**config.mk**
```make
export PLATFORM = sky130hd
export DESIGN_NAME = nearest_seed_voronoi_lookup_top_flat
export DESIGN_NICKNAME = d
export VERILOG_FILES = /design/src/hw/rtl/svl_pkg.sv /design/src/hw/rtl/svl_if.sv /design/src/hw/rtl/svl_seed_mem.sv /design/src/hw/rtl/svl_dist.sv /design/src/hw/rtl/nearest_seed_voronoi_lookup_top.sv /design/src/flat_wrapper.sv
export SDC_FILE = /design/constraint.sdc
export NUM_CORES = 2
export LEC_CHECK = 0
export ABC_CLOCK_PERIOD_IN_PS = 8800
export BUFFER_PORTS_ARGS = -buffer_cell sky130_fd_sc_hd__buf_2
export CELL_PAD_IN_SITES_DETAIL_PLACEMENT = 1
export CELL_PAD_IN_SITES_GLOBAL_PLACEMENT = 1
export CORE_MARGIN = 8
export CORE_UTILIZATION = 56
export CTS_CLUSTER_SIZE = 24
export DETAILED_ROUTE_END_ITERATION = 7
export PLACE_DENSITY = 0.84
export SLEW_MARGIN = 20
export SYNTH_ARGS = -nofsm -noshare
export SYNTH_HDL_FRONTEND = slang
export SYNTH_SLANG_ARGS = --single-unit
```
**constraint.sdc**
```tcl
create_clock -name clk -period 8.8 [get_ports clk]
set_clock_uncertainty 0.05 [all_clocks]
set_input_delay 1.76 -clock clk [delete_from_list [all_inputs] [get_ports clk]]
set_output_delay 1.76 -clock clk [all_outputs]
set_load 0.05 [all_outputs]
```
**src/hw/rtl/svl_pkg.sv**
```systemverilog
`default_nettype none
package svl_pkg;

  // Default table depth
  localparam int unsigned MAX_POINTS = 64;
  // Query coordinates saturate to GRID_SIZE-1
  localparam int unsigned GRID_SIZE  = 256;

  localparam int unsigned COORD_W = 8;
  localparam int unsigned VALUE_W = 16;
  localparam int unsigned IDX_W   = 6;
  // 3 * 255^2 fits in 18 bits
  localparam int unsigned DIST_W  = 18;

  // Request command codes
  localparam logic [1:0] CMD_CLEAR  = 2'd0;
  localparam logic [1:0] CMD_APPEND = 2'd1;
  localparam logic [1:0] CMD_QUERY  = 2'd2;

  typedef enum logic [1:0] {
    ST_IDLE,
    ST_SCAN,
    ST_DONE
  } state_t;

  typedef struct packed {
    logic [COORD_W-1:0] x;
    logic [COORD_W-1:0] y;
    logic [COORD_W-1:0] z;
    logic [VALUE_W-1:0] value;
  } seed_entry_t;

  // Clamp a query coordinate to the grid
  function automatic logic [COORD_W-1:0] sat_coord(input logic [COORD_W-1:0] c);
    logic [16:0] lim;
    lim = 17'(GRID_SIZE - 1);
    if ({9'd0, c} > lim) begin
      return lim[COORD_W-1:0];
    end
    return c;
  endfunction

endpackage
`default_nettype wire

```
**src/hw/rtl/svl_if.sv**
```systemverilog
`default_nettype none
// Request channel
interface svl_req_if;
  logic                          valid;
  logic                          ready;
  logic [1:0]                    command;
  logic [svl_pkg::COORD_W-1:0]   coord_x;
  logic [svl_pkg::COORD_W-1:0]   coord_y;
  logic [svl_pkg::COORD_W-1:0]   coord_z;
  logic [svl_pkg::VALUE_W-1:0]   seed_value;

  modport source (output valid, command, coord_x, coord_y, coord_z, seed_value,
                  input ready);
  modport sink   (input valid, command, coord_x, coord_y, coord_z, seed_value,
                  output ready);
endinterface

// Result channel
interface svl_rsp_if;
  logic                          valid;
  logic                          ready;
  logic [svl_pkg::VALUE_W-1:0]   nearest_value;
  logic [svl_pkg::IDX_W-1:0]     nearest_index;
  logic                          table_empty;

  modport source (output valid, nearest_value, nearest_index, table_empty,
                  input ready);
  modport sink   (input valid, nearest_value, nearest_index, table_empty,
                  output ready);
endinterface
`default_nettype wire

```
**src/hw/rtl/svl_seed_mem.sv**
```systemverilog
`default_nettype none
// Seed table: one write port, one read port, registered read data
module svl_seed_mem #(
  parameter int unsigned DEPTH = svl_pkg::MAX_POINTS,
  parameter int unsigned AW    = (DEPTH > 1) ? $clog2(DEPTH) : 1
) (
  input  wire logic                 clk,
  input  wire logic                 we,
  input  wire logic [AW-1:0]        waddr,
  input  wire svl_pkg::seed_entry_t wdata,
  input  wire logic [AW-1:0]        raddr,
  output svl_pkg::seed_entry_t      rdata
);

  svl_pkg::seed_entry_t mem [DEPTH];

  always_ff @(posedge clk) begin
    if (we) begin
      mem[waddr] <= wdata;
    end
  end

  always_ff @(posedge clk) begin
    rdata <= mem[raddr];
  end

endmodule
`default_nettype wire

```
**src/hw/rtl/svl_dist.sv**
```systemverilog
`default_nettype none
// Squared distance stage: one seed per cycle, result registered
module svl_dist #(
  parameter int unsigned AW = 6
) (
  input  wire logic                          clk,
  input  wire logic                          rst,
  input  wire logic                          in_valid,
  input  wire svl_pkg::seed_entry_t          seed,
  input  wire logic [AW-1:0]                 in_idx,
  input  wire logic [svl_pkg::COORD_W-1:0]   qx,
  input  wire logic [svl_pkg::COORD_W-1:0]   qy,
  input  wire logic [svl_pkg::COORD_W-1:0]   qz,
  output logic                               out_valid,
  output logic [svl_pkg::DIST_W-1:0]         out_dist,
  output logic [svl_pkg::VALUE_W-1:0]        out_value,
  output logic [AW-1:0]                      out_idx
);

  logic [svl_pkg::COORD_W-1:0]   dx, dy, dz;
  logic [2*svl_pkg::COORD_W-1:0] sx, sy, sz;
  logic [svl_pkg::DIST_W-1:0]    dsum;

  // Absolute differences and squares
  always_comb begin
    dx   = (seed.x > qx) ? seed.x - qx : qx - seed.x;
    dy   = (seed.y > qy) ? seed.y - qy : qy - seed.y;
    dz   = (seed.z > qz) ? seed.z - qz : qz - seed.z;
    sx   = dx * dx;
    sy   = dy * dy;
    sz   = dz * dz;
    dsum = svl_pkg::DIST_W'(sx) + svl_pkg::DIST_W'(sy) + svl_pkg::DIST_W'(sz);
  end

  always_ff @(posedge clk) begin
    if (rst) begin
      out_valid <= 1'b0;
    end else begin
      out_valid <= in_valid;
    end
  end

  always_ff @(posedge clk) begin
    out_dist  <= dsum;
    out_value <= seed.value;
    out_idx   <= in_idx;
  end

endmodule
`default_nettype wire

```
**src/hw/rtl/nearest_seed_voronoi_lookup_top.sv**
```systemverilog
`default_nettype none
// Clear and append leave the state idle; a new request is taken in the next cycle.
// A query over N >= 1 stored seeds scans them and loads the nearest as its result;
// an empty table loads an empty result; the next request is taken the cycle after.
// The scan reads one table entry per cycle from the single memory read port.
// A result waiting in the output register holds back only the next query's load.
// Reset zeroes the seed count; table contents stay undefined until written.
module nearest_seed_voronoi_lookup_top #(
  parameter int unsigned MAX_POINTS = svl_pkg::MAX_POINTS
) (
  input  wire logic clk,
  input  wire logic rst,
  svl_req_if.sink   req,
  svl_rsp_if.source rsp
);

  localparam int unsigned AW = (MAX_POINTS > 1) ? $clog2(MAX_POINTS) : 1;
  localparam int unsigned CW = $clog2(MAX_POINTS + 1);

  svl_pkg::state_t state, state_next;

  logic [CW-1:0]                 count;
  logic [CW-1:0]                 issue_idx;
  logic                          s1_valid;
  logic [AW-1:0]                 s1_idx;
  logic [svl_pkg::COORD_W-1:0]   qx, qy, qz;

  logic                          have;
  logic [svl_pkg::DIST_W-1:0]    best_dist;
  logic [AW-1:0]                 best_idx;
  logic [svl_pkg::VALUE_W-1:0]   best_value;

  logic                          s2_valid;
  logic [svl_pkg::DIST_W-1:0]    s2_dist;
  logic [svl_pkg::VALUE_W-1:0]   s2_value;
  logic [AW-1:0]                 s2_idx;

  svl_pkg::seed_entry_t          wr_entry, rd_entry;

  logic accept, issue, load_res, append_ok, better, scan_done;

  // Handshake and control outputs
  always_comb begin
    req.ready = (state == svl_pkg::ST_IDLE);
    issue     = (state == svl_pkg::ST_SCAN) && (issue_idx < count);
    load_res  = (state == svl_pkg::ST_DONE) && (!rsp.valid || rsp.ready);
  end

  assign accept    = req.valid && req.ready;
  assign append_ok = accept && (req.command == svl_pkg::CMD_APPEND) &&
                     (count < CW'(MAX_POINTS));
  assign scan_done = (issue_idx == count) && !s1_valid && !s2_valid;
  assign better    = s2_valid && (!have || (s2_dist < best_dist));

  // Next state
  always_comb begin
    state_next = state;
    unique case (state)
      svl_pkg::ST_IDLE: begin
        if (accept && (req.command == svl_pkg::CMD_QUERY)) begin
          state_next = svl_pkg::ST_SCAN;
        end
      end
      svl_pkg::ST_SCAN: begin
        if (scan_done) begin
          state_next = svl_pkg::ST_DONE;
        end
      end
      svl_pkg::ST_DONE: begin
        if (load_res) begin
          state_next = svl_pkg::ST_IDLE;
        end
      end
      default: state_next = svl_pkg::ST_IDLE;
    endcase
  end

  always_ff @(posedge clk) begin
    if (rst) begin
      state <= svl_pkg::ST_IDLE;
    end else begin
      state <= state_next;
    end
  end

  // Seed count
  always_ff @(posedge clk) begin
    if (rst) begin
      count <= '0;
    end else if (accept && (req.command == svl_pkg::CMD_CLEAR)) begin
      count <= '0;
    end else if (append_ok) begin
      count <= count + 1'b1;
    end
  end

  // Table write and read
  assign wr_entry = '{x: req.coord_x, y: req.coord_y, z: req.coord_z,
                      value: req.seed_value};

  svl_seed_mem #(
    .DEPTH (MAX_POINTS),
    .AW    (AW)
  ) u_mem (
    .clk   (clk),
    .we    (append_ok),
    .waddr (count[AW-1:0]),
    .wdata (wr_entry),
    .raddr (issue_idx[AW-1:0]),
    .rdata (rd_entry)
  );

  // Scan issue counter and read tag
  always_ff @(posedge clk) begin
    if (rst) begin
      issue_idx <= '0;
      s1_valid  <= 1'b0;
    end else begin
      s1_valid <= issue;
      if (accept && (req.command == svl_pkg::CMD_QUERY)) begin
        issue_idx <= '0;
      end else if (issue) begin
        issue_idx <= issue_idx + 1'b1;
      end
    end
  end

  always_ff @(posedge clk) begin
    s1_idx <= issue_idx[AW-1:0];
    if (accept && (req.command == svl_pkg::CMD_QUERY)) begin
      qx <= svl_pkg::sat_coord(req.coord_x);
      qy <= svl_pkg::sat_coord(req.coord_y);
      qz <= svl_pkg::sat_coord(req.coord_z);
    end
  end

  svl_dist #(
    .AW (AW)
  ) u_dist (
    .clk       (clk),
    .rst       (rst),
    .in_valid  (s1_valid),
    .seed      (rd_entry),
    .in_idx    (s1_idx),
    .qx        (qx),
    .qy        (qy),
    .qz        (qz),
    .out_valid (s2_valid),
    .out_dist  (s2_dist),
    .out_value (s2_value),
    .out_idx   (s2_idx)
  );

  // Running best; strictly smaller replaces, so the first seed keeps a tie
  always_ff @(posedge clk) begin
    if (rst) begin
      have <= 1'b0;
    end else if (accept && (req.command == svl_pkg::CMD_QUERY)) begin
      have <= 1'b0;
    end else if (better) begin
      have <= 1'b1;
    end
  end

  always_ff @(posedge clk) begin
    if (better) begin
      best_dist  <= s2_dist;
      best_idx   <= s2_idx;
      best_value <= s2_value;
    end
  end

  // Result register
  always_ff @(posedge clk) begin
    if (rst) begin
      rsp.valid <= 1'b0;
    end else if (load_res) begin
      rsp.valid <= 1'b1;
    end else if (rsp.ready) begin
      rsp.valid <= 1'b0;
    end
  end

  always_ff @(posedge clk) begin
    if (load_res) begin
      rsp.nearest_value <= have ? best_value : '0;
      rsp.nearest_index <= have ? svl_pkg::IDX_W'(best_idx) : '0;
      rsp.table_empty   <= !have;
    end
  end

  // Checks
  a_count_max: assert property (@(posedge clk) disable iff (rst)
    count <= CW'(MAX_POINTS))
    else $error("seed count above table depth");

  a_pipe_in_scan: assert property (@(posedge clk) disable iff (rst)
    (s1_valid || s2_valid) |-> (state == svl_pkg::ST_SCAN))
    else $error("scan pipeline busy outside scan");

  a_have_nonempty: assert property (@(posedge clk) disable iff (rst)
    ((state == svl_pkg::ST_DONE) && have) |-> (count != '0))
    else $error("best seed found in empty table");

  a_load_idle: assert property (@(posedge clk) disable iff (rst)
    load_res |=> (rsp.valid && (state == svl_pkg::ST_IDLE)))
    else $error("result load did not complete query");

endmodule
`default_nettype wire
```
**src/flat_wrapper.sv**
```systemverilog
// flat-port wrapper written by rule: the top's interface ports become plain ports
module nearest_seed_voronoi_lookup_top_flat 
#(
  parameter int unsigned MAX_POINTS = svl_pkg::MAX_POINTS
)
  (clk, rst, req_valid, req_command, req_coord_x, req_coord_y, req_coord_z, req_seed_value, req_ready, rsp_valid, rsp_nearest_value, rsp_nearest_index, rsp_table_empty, rsp_ready);
  svl_req_if req_i ();
  svl_rsp_if rsp_i ();
  input  wire logic clk;
  input  wire logic rst;
  input wire logic [$bits(req_i.valid)-1:0] req_valid;
  input wire logic [$bits(req_i.command)-1:0] req_command;
  input wire logic [$bits(req_i.coord_x)-1:0] req_coord_x;
  input wire logic [$bits(req_i.coord_y)-1:0] req_coord_y;
  input wire logic [$bits(req_i.coord_z)-1:0] req_coord_z;
  input wire logic [$bits(req_i.seed_value)-1:0] req_seed_value;
  output wire logic [$bits(req_i.ready)-1:0] req_ready;
  output wire logic [$bits(rsp_i.valid)-1:0] rsp_valid;
  output wire logic [$bits(rsp_i.nearest_value)-1:0] rsp_nearest_value;
  output wire logic [$bits(rsp_i.nearest_index)-1:0] rsp_nearest_index;
  output wire logic [$bits(rsp_i.table_empty)-1:0] rsp_table_empty;
  input wire logic [$bits(rsp_i.ready)-1:0] rsp_ready;
  assign req_i.valid = req_valid;
  assign req_i.command = req_command;
  assign req_i.coord_x = req_coord_x;
  assign req_i.coord_y = req_coord_y;
  assign req_i.coord_z = req_coord_z;
  assign req_i.seed_value = req_seed_value;
  assign req_ready = req_i.ready;
  assign rsp_valid = rsp_i.valid;
  assign rsp_nearest_value = rsp_i.nearest_value;
  assign rsp_nearest_index = rsp_i.nearest_index;
  assign rsp_table_empty = rsp_i.table_empty;
  assign rsp_i.ready = rsp_ready;
  nearest_seed_voronoi_lookup_top #(.MAX_POINTS(MAX_POINTS)) u_core (.clk(clk), .rst(rst), .req(req_i), .rsp(rsp_i));
endmodule
```
# == After elaboration in Yosys (flattened, before gate mapping) ==
# Memories as Yosys holds them, arrays and structs flattened. A register that Yosys moved wholly into a read port is not among the register bits.
# Cells that the tools add are included.
# totals
regBits,153
memories,1
input_bits,46
mem_bits_rw,2560
out_inout_bits,25
# op_classes
n_reduce_logical,22
eq_ne,8
order_cmp,6
n_mux,11
multipliers,3
addsub,10
# memory_table
memory,depth,width,read_ports,rd_clocked_by_memory_dff,write_ports,line_no,rtl
u_core.u_mem.mem,64,40,1,1,1,svl_seed_mem.sv:15,svl_pkg::seed_entry_t mem [DEPTH];
# op_table
operator,n
multiplier 8 x 8 -> 16 bit,3
subtractor 8 bit,6
greater-than comparator 8 bit,3
two-way mux 8 bit,3
adder 17 x 16 -> 18 bit,1
< comparator 18 bit,1
adder 16 x 16 -> 17 bit,1
adder 7 x 1 -> 7 bit (second input constant),2
logical AND 1 bit,10
== test 7 bit,1
< comparator 7 bit,1
< comparator 7 bit (second input constant),1
two-way mux 2 bit,3
one-hot mux 2 bit (3 select lines),1
== test 2 x 1 -> 1 bit (second input constant),2
== test 2 bit (second input constant),2
logical NOT 1 bit,4
logical NOT 2 bit,2
two-way mux 1 bit,4
!= test 2 x 1 -> 1 bit (second input constant),2
OR reduction 2 bit,2
AND reduction 3 bit,1
logical OR 1 bit,2
!= test 2 bit (second input constant),1
nonzero test 2 bit,1

# == Longest topological paths before layout ==
# depth
depth_word,6
ltp_mapped,34

# == By module ==
# From an unflattened synthesis, not the netlist that was laid out.
# hier_totals
cells_unflattened,5390
area_unflattened_um2,110487.2
# modules_own_cells
module,cells_each,seq_area_each_um2,n_inst,area_each_um2
svl_seed_mem,4195,77674.5,1,97836.3
svl_dist,902,820.8,1,8304.2
nearest_seed_voronoi_lookup_top,293,3113.0,1,4346.7

# == Worst setup path after synthesis ==
# No wires, ideal clock.
# synth_timing
path_type,register -> register
from,reg u_core.u_mem.rdata[32] (netlist name)
to,reg u_core.u_dist.out_dist[17] (netlist bit)
arrival_time_ns,7.721
setup_slack_ns,0.957
setup_time_ns,0.072
stages_incl_launch_ff,32
t_required_ns,8.678
n_path_buf,1
path_cell_list,dfxtp_1 inv_1 ha_1 inv_1 fa_1 a21o_1 a221o_1 o311ai_1 buf_4 mux2i_1 xor2_1 or2_1 inv_1 fa_1 fa_1 inv_1 fa_1 fa_1 inv_1 fa_1 inv_1 fa_1 fa_1 inv_1 ha_1 o21a_1 o31a_1 o2111ai_1 a31oi_1 a221o_1 a21oi_1 xnor2_1
# synth_between
elab_chain_len,5
elab_cells_between_ends,7
cone_classes,add/sub: 4; mul: 1; order compare: 1; mux: 1
# synth_lines
element,line_no,rtl
subtractor 8 bit / greater-than comparator 8 bit (equally long branches),svl_dist.sv:26,dx = (seed.x > qx) ? seed.x - qx : qx - seed.x;
two-way mux 8 bit *,svl_dist.sv:26,
multiplier 8 x 8 -> 16 bit *,svl_dist.sv:29,sx = dx * dx;
adder 16 x 16 -> 17 bit *,svl_dist.sv:32,dsum = svl_pkg::DIST_W'(sx) + svl_pkg::DIST_W'(sy) + svl_pkg::DIST_W'(sz);
adder 17 x 16 -> 18 bit *,svl_dist.sv:32,
via u_core.u_dist.dsum (one bit),svl_dist.sv:22,logic [svl_pkg::DIST_W-1:0] dsum;
to (signal assigned),svl_dist.sv:44,out_dist <= dsum;
to (decl),svl_dist.sv:15,"output logic [svl_pkg::DIST_W-1:0] out_dist,"
# The timed path passes the listed nets; every way through them passes the cells marked *.
# A chain may end at the register's enable or synchronous reset.

# == Worst setup path after layout ==
# layout_timing
from,reg u_core.u_mem.rdata[32] (netlist name)
to,reg u_core.u_dist.out_dist[16] (netlist bit)
# layout_between
elab_chain_len,5
elab_cells_between_ends,7
cone_classes,add/sub: 4; mul: 1; order compare: 1; mux: 1
# layout_lines
element,line_no
subtractor 8 bit / greater-than comparator 8 bit (equally long branches),svl_dist.sv:26
two-way mux 8 bit *,svl_dist.sv:26
multiplier 8 x 8 -> 16 bit *,svl_dist.sv:29
adder 16 x 16 -> 17 bit *,svl_dist.sv:32
adder 17 x 16 -> 18 bit *,svl_dist.sv:32
via u_core.u_dist.dsum (one bit),svl_dist.sv:22
# Marks and branches as above.

==> results.md <==
* Status: completed
* Final Setup Violations at 0
* Input/output buffers at 70
* Top cell family by delay on the critical path: adder cells
* Critical Path Start Type: flop
* Post-synth EDFFs at 2647
* Largest fanout on the critical path at 9
* Post-Synthesis Cells at 5055
* Post-route DRC at 0
* TritonRoute pass-1 iters at 6
* Max VDD drop at 1.517 mV
* Pin count of the biggest net entering global routing at 119
* Die area at 212000 sq um
* Peak Freq at 0.1158 GHz
* Core ar. at 196800 sq um
* Fraction of registers with async set or reset after synthesis at 0%
* Final wirelength at 352200 um
* Critical Path RT at 9510 ps
* DIE HEIGHT at 460.5 um
* Gr usage total at 32.89%
* Worst-margin pin slew at 1288 ps
* PwrDens at 301.3 nW/um^2
* Worst hold stages at 0
* Worst-skew pair later-pin latency at 980 ps
* Register bit total from synthesis at 2753
* HPWL after DPL at 174700 um
* Hold crit path type: reg2reg
* Initial antenna violation count at 28
* Avg Cell Area, Syn at 21.89 sq um
* Synth top cells by count: 2647 x edfxtp_1, 794 x mux4_2, 282 x inv_1
* H-tree depth at 5
* Top cell type's share of synthesized area at 71.85%
* Critical path arrival at 9350 ps
* CP Class: reg2reg
* CP max stage delay at 550 ps
* Via count at 58850
* Row Count at 163
* Crit path buf inv count at 9
* Setup_tns at 0 ps
* Initial DRC Count at 9828
* Mapped Nets at 5389
* CTS tree: done
* Static Leak at 39.38 nW
* Clock-pin slew on the worst setup and hold paths at 60 ps
* Post-synthesis cell type count at 62
* Via density at 7.186
* Max Root-Sink Buffers at 4
* Most common cell in the netlist: edfxtp_1
* GR Overflow Total at 0
* DR WL/cell at 43.01 um
* Layout cells sized above 1 at 27.43%
* Main flop type after synthesis: edfxtp_1
* Fin crit share at 98.09%
* Nets at 5670
* Synthesis warning total at 0
* Starting density of the core at 56.21%
* Length in cells of the worst reg-to-reg path at 33
* Max-slew headroom at 14.12%
* Most area-consuming cells after synthesis: edfxtp_1 72%, mux4_2 16%, fa_1 2.5%, dfxtp_1 1.9%, ha_1 1.7%
* Setup slack, reg-to-reg at 170 ps
* Setup crit end kind: flop
* Crit path time final at 8632 ps
* ANT nets after route at 0
* CTS root buffer: clkbuf_16
* Fin. max-slew vios at 0
* Synth area leader: edfxtp_1
* Final core occ at 63.12%
* Slowest CP cell: fa_1
* Total CTS buffers at 291
* Layout area overhead at 12.28%
* WP depth at 33
* Hold Vio Cnt, Final at 0
* Die width at 460.5 um
* # Max-Cap Violations at 0
* Seq/Total Area, Yosys at 73.77%
* Vias in the first global route at 60890
* Final GP Congestion at 0.8553
* CP dominant cell by count: fa_1
* Fillers at 15700
* I/O pin total at 71
* First-pass GRT wire length at 484300 um
* CTS sink cnt at 2753
* Mapped cell area at 110600 sq um
stage by stage:
stage / hold WS, ps / setup WS, ps / cell area [sq um] / std cells / power [mW]
after floorplan: 259.6 / 957.2 / 110600 / 5055 / 22.43
after global placement: 262.1 / 442.8 / 114800 / 7671 / 24.49
after detailed placement: 264.3 / 156.9 / 114800 / 7671 / 24.86
after CTS: 249.2 / 19.63 / 123800 / 8163 / 36.88
after global routing: 258.7 / -120.1 / 124200 / 8183 / 39.02
final: 243.9 / 167.7 / 124200 / 8189 / 37.43
repair_timing:
action / CTS / global route
hold buffers: 0 / 0
gates resized for setup: 0 / 23
setup endpoints to repair: 0 / 5
buffers inserted: 0 / 6
power breakdown:
group / switching [mW] / total, mW / internal, mW
registers: 0.0408 / 14.6 / 14.6
clock network: 5.28 / 12.2 / 6.92
logic: 5.86 / 10.6 / 4.72
total: 11.2 / 37.4 / 26.2
registers in the layout, indices dropped and copies added, names as in the netlist:
| register | cells |
|---|---|
| u_core.rsp.nearest_value | 16 |
| u_core.best_dist | 18 |
| u_core.best_idx | 6 |
| u_core.u_dist.out_value | 16 |
| u_core.u_dist.out_idx | 6 |
| u_core.qy | 8 |
| u_core.qx | 8 |
| u_core.issue_idx | 7 |
| u_core.u_dist.out_valid | 1 |
| u_core.rsp.table_empty | 1 |
| u_core.have | 1 |
| u_core.rsp.nearest_index | 6 |
| u_core.state | 2 |
| u_core.qz | 8 |
| u_core.u_mem.rdata | 40 |
| u_core.count | 7 |
| u_core.u_mem.mem | 2560 |
| u_core.s1_idx | 6 |
| u_core.best_value | 16 |
| u_core.rsp.valid | 1 |
| u_core.u_dist.out_dist | 18 |
| u_core.s1_valid | 1 |
area by class of cell:
| cell class | count | area (sq um) | area share (%) |
|---|---|---|---|
| sequential | 2753 | 81630 | 65.71 |
| clock buffer | 369 | 7814 | 6.290 |
| inverter | 284 | 1066 | 0.8582 |
| timing repair buffer | 214 | 1694 | 1.364 |
| clock inverter | 123 | 1184 | 0.9529 |
| multi-input combinational | 1792 | 27490 | 22.13 |
| antenna | 14 | 35.03 | 0.02820 |
| tap | 2640 | 3303 | 2.659 |
layer usage:
| layer | up-vias | track usage (%) | wire, um |
|---|---|---|---|
| met5 | - | 0 | 111 |
| met4 | 16 | 18.32 | 24190 |
| met3 | 1396 | 9.667 | 44540 |
| met2 | 5561 | 53.20 | 170200 |
| met1 | 30690 | 40.10 | 113100 |
| li1 | 21180 | - | - |
layout by cell type, fill, tap and decap left out, types with 36 or more instances in the layout:
cell          n
a211oi_1     52
a21oi_1      82
buf_2        45
buf_4       153
clkbuf_1     62
clkbuf_16   298
clkinv_1     36
clkinv_2     49
dfxtp_1     100
edfxtp_1   2647
fa_1        137
ha_1        147
inv_1       281
mux2i_1      61
mux4_2      794
nand2_1      40
nor2_1      100
nor2_4       63
nor2b_1      52
path summary, 6_finish.rpt:
path                                                            to                            from
worst max-delay path            u_core.u_dist.out_dist[16]$_DFF_P_  u_core.u_mem.rdata[32]$_DFF_P_
worst min-delay path            u_core.u_dist.out_value[8]$_DFF_P_   u_core.u_mem.rdata[8]$_DFF_P_
worst max register to register  u_core.u_dist.out_dist[16]$_DFF_P_  u_core.u_mem.rdata[32]$_DFF_P_
worst min register to register  u_core.u_dist.out_value[8]$_DFF_P_   u_core.u_mem.rdata[8]$_DFF_P_
logic make-up (layout without fill, tap and decap cells):
| logic type | count (synthesis) | in the layout | share of synthesized area (%) |
|---|---|---|---|
| fa+ha+maj | 288 | 288 | 4.194 |
| mux | 861 | 861 | 16.77 |
| simple gates | 370 | 370 | 1.631 |
| flops | 2753 | 2753 | 73.77 |
| compound gates | 233 | 233 | 1.367 |
| xor+xnor | 40 | 40 | 0.3235 |
| buf+inv | 510 | 990 | 1.945 |
| other cells | 0 | 14 | 0 |
(Power assumes the default switching activity.)
